### config.mk
export PLATFORM = sky130hd
export DESIGN_NAME = nmea_sentence_checker_top_flat
export DESIGN_NICKNAME = d
export VERILOG_FILES = /design/src/sv/nsc_pkg.sv /design/src/sv/nsc_in_if.sv /design/src/sv/nsc_out_if.sv /design/src/sv/nsc_front.sv /design/src/sv/nsc_queue.sv /design/src/sv/nsc_back.sv /design/src/sv/nmea_sentence_checker_top.sv /design/src/flat_wrapper.sv
export SDC_FILE = /design/constraint.sdc
export NUM_CORES = 1
export LEC_CHECK = 0
export BUFFER_PORTS_ARGS = -buffer_cell sky130_fd_sc_hd__buf_4
export CAP_MARGIN = 20
export CORE_AREA = 2 2 160 162
export DETAILED_ROUTE_END_ITERATION = 16
export DIE_AREA = 0 0 162 164
export PLACE_DENSITY = 0.66
export SLEW_MARGIN = 20
export SYNTH_ARGS = -nofsm -noshare
export SYNTH_HDL_FRONTEND = slang
export SYNTH_SLANG_ARGS = --single-unit
### constraint.sdc
create_clock -name clk -period 6.9 [get_ports clk]
set_clock_uncertainty 0.1 [all_clocks]
set_input_delay 0.345 -clock clk [delete_from_list [all_inputs] [get_ports clk]]
set_output_delay 0.345 -clock clk [all_outputs]
set_load 0.02 [all_outputs]
### src/sv/nsc_pkg.sv
package nsc_pkg;

  localparam int unsigned QueueDepthDefault = 2;

  localparam logic [7:0] CharDollar = 8'h24;
  localparam logic [7:0] CharStar   = 8'h2A;
  localparam logic [7:0] CharComma  = 8'h2C;
  localparam logic [7:0] CharCr     = 8'h0D;
  localparam logic [7:0] CharLf     = 8'h0A;
  localparam logic [7:0] AsciiMax   = 8'h7F;
  localparam logic [7:0] CharG      = 8'h47;
  localparam logic [7:0] CharA      = 8'h41;
  localparam logic [7:0] CharR      = 8'h52;
  localparam logic [7:0] CharM      = 8'h4D;
  localparam logic [7:0] CharC      = 8'h43;
  localparam logic [7:0] CharZ      = 8'h5A;
  localparam logic [7:0] CharD      = 8'h44;
  localparam logic [7:0] CharP      = 8'h50;
  localparam logic [7:0] CharN      = 8'h4E;

  localparam logic [4:0] LenMax      = 5'd31;
  localparam logic [3:0] CommaNone   = 4'd15;
  localparam logic [3:0] CommaAddr   = 4'd6;
  localparam logic [4:0] LenMin      = 5'd4;
  localparam logic [4:0] LenGgaProbe = 5'd6;
  localparam logic [4:0] LenNoComma  = 5'd9;

  typedef enum logic [2:0] {
    STATUS_OK         = 3'd0,
    STATUS_FRAME_FAIL = 3'd1,
    STATUS_ADDR_LEN   = 3'd2,
    STATUS_TYPE_OTHER = 3'd3,
    STATUS_TALKER     = 3'd4
  } status_t;

  typedef enum logic [1:0] {
    TYPE_GGA   = 2'd0,
    TYPE_RMC   = 2'd1,
    TYPE_ZDA   = 2'd2,
    TYPE_OTHER = 2'd3
  } sentence_type_t;

  // Everything the back end needs to judge one finished line.
  typedef struct packed {
    logic [3:0][7:0] recent_bytes;
    logic [7:0]      xor_running;
    logic [4:0]      line_length;
    logic            non_ascii_seen;
    logic            first_is_dollar;
    logic [4:0][7:0] address_chars;
    logic [3:0]      first_comma_index;
  } line_snap_t;

endpackage

### src/sv/nsc_in_if.sv
interface nsc_in_if;
  logic       valid;
  logic       ready;
  logic [7:0] data_byte;
  logic       end_of_stream;

  modport source (output valid, output data_byte, output end_of_stream, input ready);
  modport sink (input valid, input data_byte, input end_of_stream, output ready);
endinterface

### src/sv/nsc_out_if.sv
interface nsc_out_if;
  logic       valid;
  logic       ready;
  logic [2:0] status;
  logic [1:0] sentence_type;
  logic       talker_gn;
  logic       gga_dropped;
  logic [7:0] computed_checksum;

  modport source (output valid, output status, output sentence_type, output talker_gn,
                  output gga_dropped, output computed_checksum, input ready);
  modport sink (input valid, input status, input sentence_type, input talker_gn,
                input gga_dropped, input computed_checksum, output ready);
endinterface

### src/sv/nsc_front.sv
module nsc_front (
  input  logic                clk,
  input  logic                rst,
  nsc_in_if.sink              bytes,
  input  logic                queue_full,
  output logic                push,
  output nsc_pkg::line_snap_t push_data
);

  nsc_pkg::line_snap_t line;
  nsc_pkg::line_snap_t line_next;
  nsc_pkg::line_snap_t line_clear;
  logic                accept;
  logic                line_end;
  logic [7:0]          b;
  logic [4:0]          idx;

  assign bytes.ready = !queue_full;
  assign accept      = bytes.valid && bytes.ready;
  assign b           = bytes.data_byte;
  assign idx         = line.line_length;

  always_comb begin
    line_clear                   = '0;
    line_clear.first_comma_index = nsc_pkg::CommaNone;
  end

  assign line_end = bytes.end_of_stream ? (line.line_length != 5'd0) : (b == nsc_pkg::CharLf);
  assign push      = accept && line_end;
  assign push_data = line;

  always_comb begin
    line_next = line;
    if (bytes.end_of_stream || b == nsc_pkg::CharLf) begin
      line_next = line_clear;
    end else begin
      if (idx == 5'd0) begin
        line_next.first_is_dollar = (b == nsc_pkg::CharDollar);
      end else begin
        line_next.xor_running = line.xor_running ^ b;
        for (int i = 0; i < 5; i++) begin
          if (idx == 5'(i + 1)) begin
            line_next.address_chars[i] = b;
          end
        end
        if (b == nsc_pkg::CharComma && line.first_comma_index == nsc_pkg::CommaNone &&
            idx < 5'd15) begin
          line_next.first_comma_index = idx[3:0];
        end
      end
      if (b > nsc_pkg::AsciiMax) begin
        line_next.non_ascii_seen = 1'b1;
      end
      line_next.recent_bytes = {b, line.recent_bytes[3:1]};
      if (line.line_length < nsc_pkg::LenMax) begin
        line_next.line_length = line.line_length + 5'd1;
      end
    end
  end

  always_ff @(posedge clk) begin
    if (rst) begin
      line <= line_clear;
    end else if (accept) begin
      line <= line_next;
    end
  end

endmodule

### src/sv/nsc_queue.sv
module nsc_queue #(
  parameter int unsigned Depth = nsc_pkg::QueueDepthDefault
) (
  input  logic                clk,
  input  logic                rst,
  input  logic                push,
  input  nsc_pkg::line_snap_t push_data,
  output logic                full,
  input  logic                pop,
  output logic                head_valid,
  output nsc_pkg::line_snap_t head
);

  localparam int unsigned PtrW = (Depth > 1) ? $clog2(Depth) : 1;
  localparam int unsigned CntW = $clog2(Depth + 1);

  nsc_pkg::line_snap_t entries [Depth];
  logic [PtrW-1:0]     wr_ptr;
  logic [PtrW-1:0]     rd_ptr;
  logic [CntW-1:0]     count;
  logic                do_push;
  logic                do_pop;

  assign full       = (count == CntW'(Depth));
  assign head_valid = (count != '0);
  assign head       = entries[rd_ptr];
  assign do_push    = push && !full;
  assign do_pop     = pop && head_valid;

  always_ff @(posedge clk) begin
    if (do_push) begin
      entries[wr_ptr] <= push_data;
    end
  end

  always_ff @(posedge clk) begin
    if (rst) begin
      wr_ptr <= '0;
      rd_ptr <= '0;
      count  <= '0;
    end else begin
      if (do_push) begin
        wr_ptr <= (wr_ptr == PtrW'(Depth - 1)) ? '0 : wr_ptr + 1'b1;
      end
      if (do_pop) begin
        rd_ptr <= (rd_ptr == PtrW'(Depth - 1)) ? '0 : rd_ptr + 1'b1;
      end
      if (do_push && !do_pop) begin
        count <= count + 1'b1;
      end else if (do_pop && !do_push) begin
        count <= count - 1'b1;
      end
    end
  end

endmodule

### src/sv/nsc_back.sv
module nsc_back (
  input  logic                clk,
  input  logic                rst,
  input  logic                head_valid,
  input  nsc_pkg::line_snap_t head,
  output logic                pop,
  nsc_out_if.source           results
);

  function automatic logic [4:0] hex_value(input logic [7:0] c);
    logic [4:0] v;
    v = 5'h10;
    if (c >= 8'h30 && c <= 8'h39) begin
      v = {1'b0, c[3:0]};
    end else if ((c >= 8'h41 && c <= 8'h46) || (c >= 8'h61 && c <= 8'h66)) begin
      v = {1'b0, c[3:0] + 4'd9};
    end
    return v;
  endfunction

  logic                    cr;
  logic [4:0]              n;
  logic [7:0]              c0;
  logic [7:0]              c1;
  logic [7:0]              c2;
  logic [7:0]              sum;
  logic [4:0]              hi;
  logic [4:0]              lo;
  logic                    ok;
  logic                    addr_ok;
  logic                    gp;
  logic                    gn;
  logic                    is_gga;
  nsc_pkg::status_t        status;
  nsc_pkg::sentence_type_t stype;
  logic                    dropped;

  always_comb begin
    cr = (head.line_length != 5'd0) && (head.recent_bytes[3] == nsc_pkg::CharCr);
    n  = cr ? head.line_length - 5'd1 : head.line_length;
    if (cr) begin
      c0 = head.recent_bytes[0];
      c1 = head.recent_bytes[1];
      c2 = head.recent_bytes[2];
    end else begin
      c0 = head.recent_bytes[1];
      c1 = head.recent_bytes[2];
      c2 = head.recent_bytes[3];
    end
    sum = '0;
    if (n >= nsc_pkg::LenMin) begin
      sum = head.xor_running ^ c0 ^ c1 ^ c2 ^ (cr ? nsc_pkg::CharCr : 8'h00);
    end
    hi = hex_value(c1);
    lo = hex_value(c2);
    ok = (n >= nsc_pkg::LenMin) && head.first_is_dollar && (c0 == nsc_pkg::CharStar) &&
         !head.non_ascii_seen && !hi[4] && !lo[4] && (sum == {hi[3:0], lo[3:0]});
    addr_ok = (head.first_comma_index == nsc_pkg::CommaAddr) ||
              (head.first_comma_index == nsc_pkg::CommaNone && n == nsc_pkg::LenNoComma);
    gp = (head.address_chars[0] == nsc_pkg::CharG) && (head.address_chars[1] == nsc_pkg::CharP);
    gn = (head.address_chars[0] == nsc_pkg::CharG) && (head.address_chars[1] == nsc_pkg::CharN);
    is_gga = (head.address_chars[2] == nsc_pkg::CharG) &&
             (head.address_chars[3] == nsc_pkg::CharG) &&
             (head.address_chars[4] == nsc_pkg::CharA);

    stype = nsc_pkg::TYPE_OTHER;
    if (is_gga) begin
      stype = nsc_pkg::TYPE_GGA;
    end else if (head.address_chars[2] == nsc_pkg::CharR &&
                 head.address_chars[3] == nsc_pkg::CharM &&
                 head.address_chars[4] == nsc_pkg::CharC) begin
      stype = nsc_pkg::TYPE_RMC;
    end else if (head.address_chars[2] == nsc_pkg::CharZ &&
                 head.address_chars[3] == nsc_pkg::CharD &&
                 head.address_chars[4] == nsc_pkg::CharA) begin
      stype = nsc_pkg::TYPE_ZDA;
    end

    dropped = 1'b0;
    if (!ok) begin
      status  = nsc_pkg::STATUS_FRAME_FAIL;
      stype   = nsc_pkg::TYPE_OTHER;
      gn      = 1'b0;
      dropped = (n >= nsc_pkg::LenGgaProbe) && head.first_is_dollar && is_gga;
    end else if (!addr_ok) begin
      status = nsc_pkg::STATUS_ADDR_LEN;
      stype  = nsc_pkg::TYPE_OTHER;
      gn     = 1'b0;
    end else if (stype == nsc_pkg::TYPE_OTHER) begin
      status = nsc_pkg::STATUS_TYPE_OTHER;
    end else if (!gp && !gn) begin
      status  = nsc_pkg::STATUS_TALKER;
      dropped = (stype == nsc_pkg::TYPE_GGA);
    end else begin
      status = nsc_pkg::STATUS_OK;
    end
  end

  assign pop = head_valid && (!results.valid || results.ready);

  always_ff @(posedge clk) begin
    if (rst) begin
      results.valid <= 1'b0;
    end else if (pop) begin
      results.valid <= 1'b1;
    end else if (results.ready) begin
      results.valid <= 1'b0;
    end
  end

  always_ff @(posedge clk) begin
    if (pop) begin
      results.status            <= status;
      results.sentence_type     <= stype;
      results.talker_gn         <= gn;
      results.gga_dropped       <= dropped;
      results.computed_checksum <= sum;
    end
  end

endmodule

### src/sv/nmea_sentence_checker_top.sv
// Channel   Role     Payload
// bytes     sink     data_byte[7:0], end_of_stream
// results   source   status[2:0], sentence_type[1:0], talker_gn, gga_dropped,
//                    computed_checksum[7:0]
//
// One byte is taken every cycle unless the queue is full; line ends go via the queue to results.
// The front end updates the line state once for each accepted byte.
// Finished lines wait in a queue of QueueDepth entries, so the byte side only stalls
// when that queue is full.
// Synchronous reset clears the line state, the queue and the results valid flag.
module nmea_sentence_checker_top #(
  parameter int unsigned QueueDepth = nsc_pkg::QueueDepthDefault
) (
  input logic        clk,
  input logic        rst,
  nsc_in_if.sink     bytes,
  nsc_out_if.source  results
);

  logic                queue_full;
  logic                push;
  nsc_pkg::line_snap_t push_data;
  logic                pop;
  logic                head_valid;
  nsc_pkg::line_snap_t head;

  nsc_front u_front (
    .clk        (clk),
    .rst        (rst),
    .bytes      (bytes),
    .queue_full (queue_full),
    .push       (push),
    .push_data  (push_data)
  );

  nsc_queue #(
    .Depth (QueueDepth)
  ) u_queue (
    .clk        (clk),
    .rst        (rst),
    .push       (push),
    .push_data  (push_data),
    .full       (queue_full),
    .pop        (pop),
    .head_valid (head_valid),
    .head       (head)
  );

  nsc_back u_back (
    .clk        (clk),
    .rst        (rst),
    .head_valid (head_valid),
    .head       (head),
    .pop        (pop),
    .results    (results)
  );

endmodule

### src/flat_wrapper.sv
// flat-port wrapper written by rule: the top's interface ports become plain ports
module nmea_sentence_checker_top_flat 
#(
  parameter int unsigned QueueDepth = nsc_pkg::QueueDepthDefault
)
  (clk, rst, bytes_valid, bytes_data_byte, bytes_end_of_stream, bytes_ready, results_valid, results_status, results_sentence_type, results_talker_gn, results_gga_dropped, results_computed_checksum, results_ready);
  nsc_in_if bytes_i ();
  nsc_out_if results_i ();
  input logic clk;
  input logic rst;
  input wire logic [$bits(bytes_i.valid)-1:0] bytes_valid;
  input wire logic [$bits(bytes_i.data_byte)-1:0] bytes_data_byte;
  input wire logic [$bits(bytes_i.end_of_stream)-1:0] bytes_end_of_stream;
  output wire logic [$bits(bytes_i.ready)-1:0] bytes_ready;
  output wire logic [$bits(results_i.valid)-1:0] results_valid;
  output wire logic [$bits(results_i.status)-1:0] results_status;
  output wire logic [$bits(results_i.sentence_type)-1:0] results_sentence_type;
  output wire logic [$bits(results_i.talker_gn)-1:0] results_talker_gn;
  output wire logic [$bits(results_i.gga_dropped)-1:0] results_gga_dropped;
  output wire logic [$bits(results_i.computed_checksum)-1:0] results_computed_checksum;
  input wire logic [$bits(results_i.ready)-1:0] results_ready;
  assign bytes_i.valid = bytes_valid;
  assign bytes_i.data_byte = bytes_data_byte;
  assign bytes_i.end_of_stream = bytes_end_of_stream;
  assign bytes_ready = bytes_i.ready;
  assign results_valid = results_i.valid;
  assign results_status = results_i.status;
  assign results_sentence_type = results_i.sentence_type;
  assign results_talker_gn = results_i.talker_gn;
  assign results_gga_dropped = results_i.gga_dropped;
  assign results_computed_checksum = results_i.computed_checksum;
  assign results_i.ready = results_ready;
  nmea_sentence_checker_top #(.QueueDepth(QueueDepth)) u_core (.clk(clk), .rst(rst), .bytes(bytes_i), .results(results_i));
endmodule
==> metrics.log <==
INFO  metric drc = 0
INFO  metric clock_power_share = 37.4%
INFO  metric portBuffers = 29
INFO  metric synth_seq_cells = 294
INFO  metric power = 4583 µW
INFO  metric critical_path.startpoint_type = flip-flop
INFO  metric critical_path_s_slowest_cell = sky130_fd_sc_hd__dfxtp_4
INFO  metric synth_area = 12320 µm²
INFO  metric worstPathCellList = mux2i_2 > ha_1 > o211ai_2 > o211a_1 > a32o_1 > inv_2 > ha_1 > o22a_1 > nor2_1 > o41ai_4 > a31oi_1 > a21oi_1 > xor2_1 > nand4_1 > nor4_4 > nand2_2 > a21o_1
INFO  metric static-leakage-power = 0.004720 µW
INFO  metric grt_util_all_layers = approximately 21%
INFO  metric detailedRoute.firstIterationViolations = ~610
INFO  metric internal_power = 3337 µW
INFO  metric seq_area_frac_synth = between 60% and 70%
INFO  metric finalNonFillerCells = 1395
INFO  metric netlist_instances = 1012
INFO  metric unrepaired_setup_endpoints_after_global_routing = false
INFO  metric setup_viol_count_final = 0
INFO  metric synth_enable_flop_cells = 197
INFO  metric yosysWarnings = 0
INFO  metric grt_pass1_wl = 42710 µm
INFO  metric final_min_period_over_clock_period = 72.38%
INFO  metric max-vdd-ir-drop = 0.0002026 V
INFO  metric clk_transition_reported_paths = around 0.060 ns
INFO  metric p_comb_share = 17.4%
INFO  metric cts_buffer_depth = 3
INFO  metric drv_slew = 0
INFO  metric asyncSetResetFlopFracSynth = 0%
INFO  metric kind_of_critical_path = flip-flop to flip-flop
INFO  metric diodes = 0
INFO  metric worst-slew-pin-transition = 0.9822 ns
INFO  metric syn_area_per_cell = 12.18 µm²
INFO  metric netSwitchingPower = between 1000 and 1500 µW
INFO  metric clock-sinks = 294
INFO  metric finish.net_count = 1066
INFO  metric core_area = 24820 µm²
INFO  metric cellPowerDensity = between 300 and 400 nW/µm²
INFO  metric relSlewSlack = 34.38%
INFO  metric cp_slowest_stage_delay = 0.55 ns
INFO  metric synth.lib_cells_used.distinct = 79
INFO  metric final.fill_count = 2107
INFO  metric core.rowCount = 58
INFO  metric grt-ovfl-total = 0
INFO  metric maxCapViolations = 0
INFO  metric detail_route.wirelength = 27030 µm
INFO  metric via_count_of_the_first_global_routing_pass = 7765
INFO  metric die_y = 164 µm
INFO  metric max_freq = 0.2002 GHz
INFO  metric min_period = 4.994 ns
INFO  metric detail_route.first_pass.iterations = 5
INFO  metric grt_max_degree = between 60 and 70
INFO  metric tritoncts.num_buffers = 30
INFO  metric die_w = ~160 µm
INFO  metric dp.final_hpwl = about 18000 µm
INFO  metric critPathMaxFanout = 28
INFO  metric critPathCaptureType = flip-flop
INFO  metric vias = around 7900
INFO  metric drt-vias-per-instance = 5.628
INFO  metric worst_skew_pair.late_latency = 0.57 ns
INFO  metric critPathBufInv = 1
INFO  metric fin_setup_tns = 0 ns
INFO  metric p_seq_share = 45.1%
INFO  metric worst-endpoint-arrival = 5.22 ns
INFO  metric drtAntennaViolNets = 0
INFO  metric sw_frac_of_total = 27.19%
INFO  metric syn-num-nets = between 1000 and 1500
INFO  metric synthToLayoutAreaGrowth = 13.01%
INFO  metric clockRootBuffer = sky130_fd_sc_hd__clkbuf_16
INFO  metric yosys_most_used_dff = sky130_fd_sc_hd__edfxtp_1
INFO  metric htree_num_levels = 1
INFO  metric worst-endpoint-required = between 7 and 8 ns
INFO  metric io_pins = 30
INFO  metric fraction_of_final_layout_cells_with_drive_strength_greater_than_1 = roughly 12%
INFO  metric hold_path_class = primary input to flip-flop
INFO  metric die_area = 26570 µm²
INFO  metric finalHoldViolations = 0
INFO  metric initial_utilization = approximately half
INFO  metric wl_per_cell = 19.37 µm
INFO  metric finalWeightedCongestion = 0.8924
INFO  metric largest_delay_contributor_family_on_the_critical_path = compound AO/OA/AOI/OAI gates
INFO  metric run_status = finished, final reports clean
INFO  metric tritoncts = yes
INFO  metric critical-path-top-cell-by-count = sky130_fd_sc_hd__ha_1
INFO  metric number_of_antenna_violations_at_the_first_check_in_global_routing = 0
INFO  metric number_of_cells_after_detailed_placement = 1336
[final timing paths]
path | from | endpoint | slack [ns] | cells past startpoint
max | flip-flop | u_core.u_back.results.sentence_type[0] | 1.91 | 17
min reg2reg | u_core.u_front.push_data[40] | u_core.u_queue.entries[0][40] | 0.32 | 0
min | bytes_data_byte[1] | u_core.u_front.push_data[52] | 0.07 | 4
max reg2reg | flip-flop | u_core.u_back.results.sentence_type[0] | 1.91 | 17
[sequential cells by signal, summed over array words and instances, names as in the netlist, named ones only]
register,flops
u_core.u_queue.count,2
u_core.u_queue.wr_ptr,1
u_core.u_back.results.valid,1
u_core.u_back.results.talker_gn,1
u_core.u_back.results.gga_dropped,1
u_core.u_queue.rd_ptr,1
u_core.u_back.results.status,3
u_core.u_queue.entries,182
u_core.u_back.results.sentence_type,2
u_core.u_front.push_data,86
u_core.u_front.idx,5
u_core.u_back.results.computed_checksum,8
[cell families (layout without fill, tap and decap cells)]
logic type | after synthesis | after routing | synth area share, %
simple gates | 367 | 367 | 15.07
flops | 294 | 294 | 63.77
compound gates | 178 | 178 | 9.434
xor+xnor | 59 | 59 | 4.194
buf+inv | 57 | 110 | 2.254
mux | 45 | 45 | 4.062
fa+ha+maj | 12 | 12 | 1.218
[power by group through the flow]
stage / logic [µW] / registers, µW / clock network (µW)
global route: 873 / 2080 / 1820
CTS: 802 / 2070 / 1740
detailed placement: 796 / 2110 / 0
finish: 798 / 2070 / 1720
global placement: 790 / 2100 / 0
floorplan: 559 / 2130 / 0
[layout make-up]
cell class	instances	area (µm²)	share of cell area, %
Multi-Input combinational cell	661	4202	30.17
Clock inverter	22	305.3	2.192
Timing Repair Buffer	42	322.8	2.318
Clock buffer	34	775.7	5.571
Tap cell	330	412.9	2.965
Inverter	12	45.04	0.3235
Sequential cell	294	7861	56.46
[Yosys cell counts (3+ instances only)]
cell type,count,area (µm²)
sky130_fd_sc_hd__edfxtp_1,197,5916
sky130_fd_sc_hd__nand2_1,129,484.2
sky130_fd_sc_hd__dfxtp_1,97,1942
sky130_fd_sc_hd__nor2_1,82,307.8
sky130_fd_sc_hd__a21oi_1,69,345.3
sky130_fd_sc_hd__a22oi_1,33,247.7
sky130_fd_sc_hd__mux2i_1,33,330.3
sky130_fd_sc_hd__xor2_1,33,289.0
sky130_fd_sc_hd__nand3_1,29,145.1
sky130_fd_sc_hd__clkbuf_1,27,101.4
sky130_fd_sc_hd__xnor2_1,26,227.7
sky130_fd_sc_hd__o21ai_0,22,110.1
sky130_fd_sc_hd__nand2b_1,21,131.4
sky130_fd_sc_hd__nor3_1,14,70.07
sky130_fd_sc_hd__ha_1,12,150.1
sky130_fd_sc_hd__nand4_1,12,75.07
sky130_fd_sc_hd__nor2b_1,11,68.82
sky130_fd_sc_hd__inv_1,10,37.54
sky130_fd_sc_hd__nor4_1,9,56.30
sky130_fd_sc_hd__and2_1,8,50.05
sky130_fd_sc_hd__nand4b_1,7,61.31
sky130_fd_sc_hd__nor4b_1,7,61.31
sky130_fd_sc_hd__o22ai_1,7,43.79
sky130_fd_sc_hd__a31oi_1,6,37.54
sky130_fd_sc_hd__buf_2,6,30.03
sky130_fd_sc_hd__nor4bb_1,6,60.06
sky130_fd_sc_hd__mux2_2,5,56.30
sky130_fd_sc_hd__mux2i_2,5,68.82
sky130_fd_sc_hd__nand3b_1,5,37.54
sky130_fd_sc_hd__buf_1,4,15.01
sky130_fd_sc_hd__o21a_1,4,30.03
sky130_fd_sc_hd__a21o_1,3,22.52
sky130_fd_sc_hd__and4b_1,3,30.03
sky130_fd_sc_hd__buf_4,3,22.52
sky130_fd_sc_hd__buf_6,3,33.78
sky130_fd_sc_hd__nor3_2,3,30.03
sky130_fd_sc_hd__nor3b_1,3,22.52
sky130_fd_sc_hd__o31ai_1,3,22.52
sky130_fd_sc_hd__o32ai_1,3,26.28
[worst reg2reg max path: stages, from the launching register on]
cell                       delay (ns)
sky130_fd_sc_hd__dfxtp_4         0.55
sky130_fd_sc_hd__mux2i_2         0.39
sky130_fd_sc_hd__ha_1            0.35
sky130_fd_sc_hd__o211ai_2        0.16
sky130_fd_sc_hd__o211a_1         0.44
sky130_fd_sc_hd__a32o_1          0.44
sky130_fd_sc_hd__inv_2           0.12
sky130_fd_sc_hd__ha_1            0.19
sky130_fd_sc_hd__o22a_1          0.14
sky130_fd_sc_hd__nor2_1          0.06
sky130_fd_sc_hd__o41ai_4         0.43
sky130_fd_sc_hd__a31oi_1         0.09
sky130_fd_sc_hd__a21oi_1         0.16
sky130_fd_sc_hd__xor2_1          0.15
sky130_fd_sc_hd__nand4_1         0.15
sky130_fd_sc_hd__nor4_4          0.48
sky130_fd_sc_hd__nand2_2         0.17
sky130_fd_sc_hd__a21o_1          0.19
[stage by stage]
stage	setup slack (ns)	utilization, %	hold slack (ns)	instance area, µm²
after global placement	2.040	51.61	0.3327	12810
after CTS	1.867	56.11	0.06227	13920
after detailed placement	1.881	51.63	0.3431	12810
after global routing	1.544	56.11	0.08869	13920
after floorplan	0.6479	-	0.3237	12320
final	1.906	56.11	0.07293	13920
[cell usage in the layout (no fill, tap or decap), drive strengths merged, types with 9 or more instances in the layout]
master | synthesis | final
clkbuf | 27 | 34
edfxtp | 197 | 197
dfxtp | 97 | 97
nand4 | 12 | 12
a21oi | 70 | 70
a22oi | 33 | 33
clkinv | 0 | 10
nand3 | 29 | 29
nor3 | 18 | 18
o21ai | 25 | 25
nor2 | 82 | 82
nor4 | 10 | 10
inv | 12 | 15
nor2b | 11 | 11
buf | 18 | 39
nand2 | 131 | 131
nand2b | 21 | 21
ha | 12 | 12
mux2i | 39 | 39
xor2 | 33 | 33
xnor2 | 26 | 26
and2 | 9 | 9
[layer usage]
| metal | GRT usage (%) | vias to the layer above | share of wire (%) |
|---|---|---|---|
| met5 | 0 | - | 0 |
| met4 | 4.626 | 0 | 1.7 |
| met3 | 2.172 | 39 | 4.9 |
| met2 | 33.79 | 188 | 47 |
| met1 | 30.19 | 3848 | 46 |
| li1 | - | 3776 | - |
[repair_timing]
action                    4_1_cts  5_1_grt
hold endpoints to repair        3        0
gates resized for setup         0        0
setup buffers                   0        0
hold buffers                    3        0
Power figures use the tool's default switching activity.
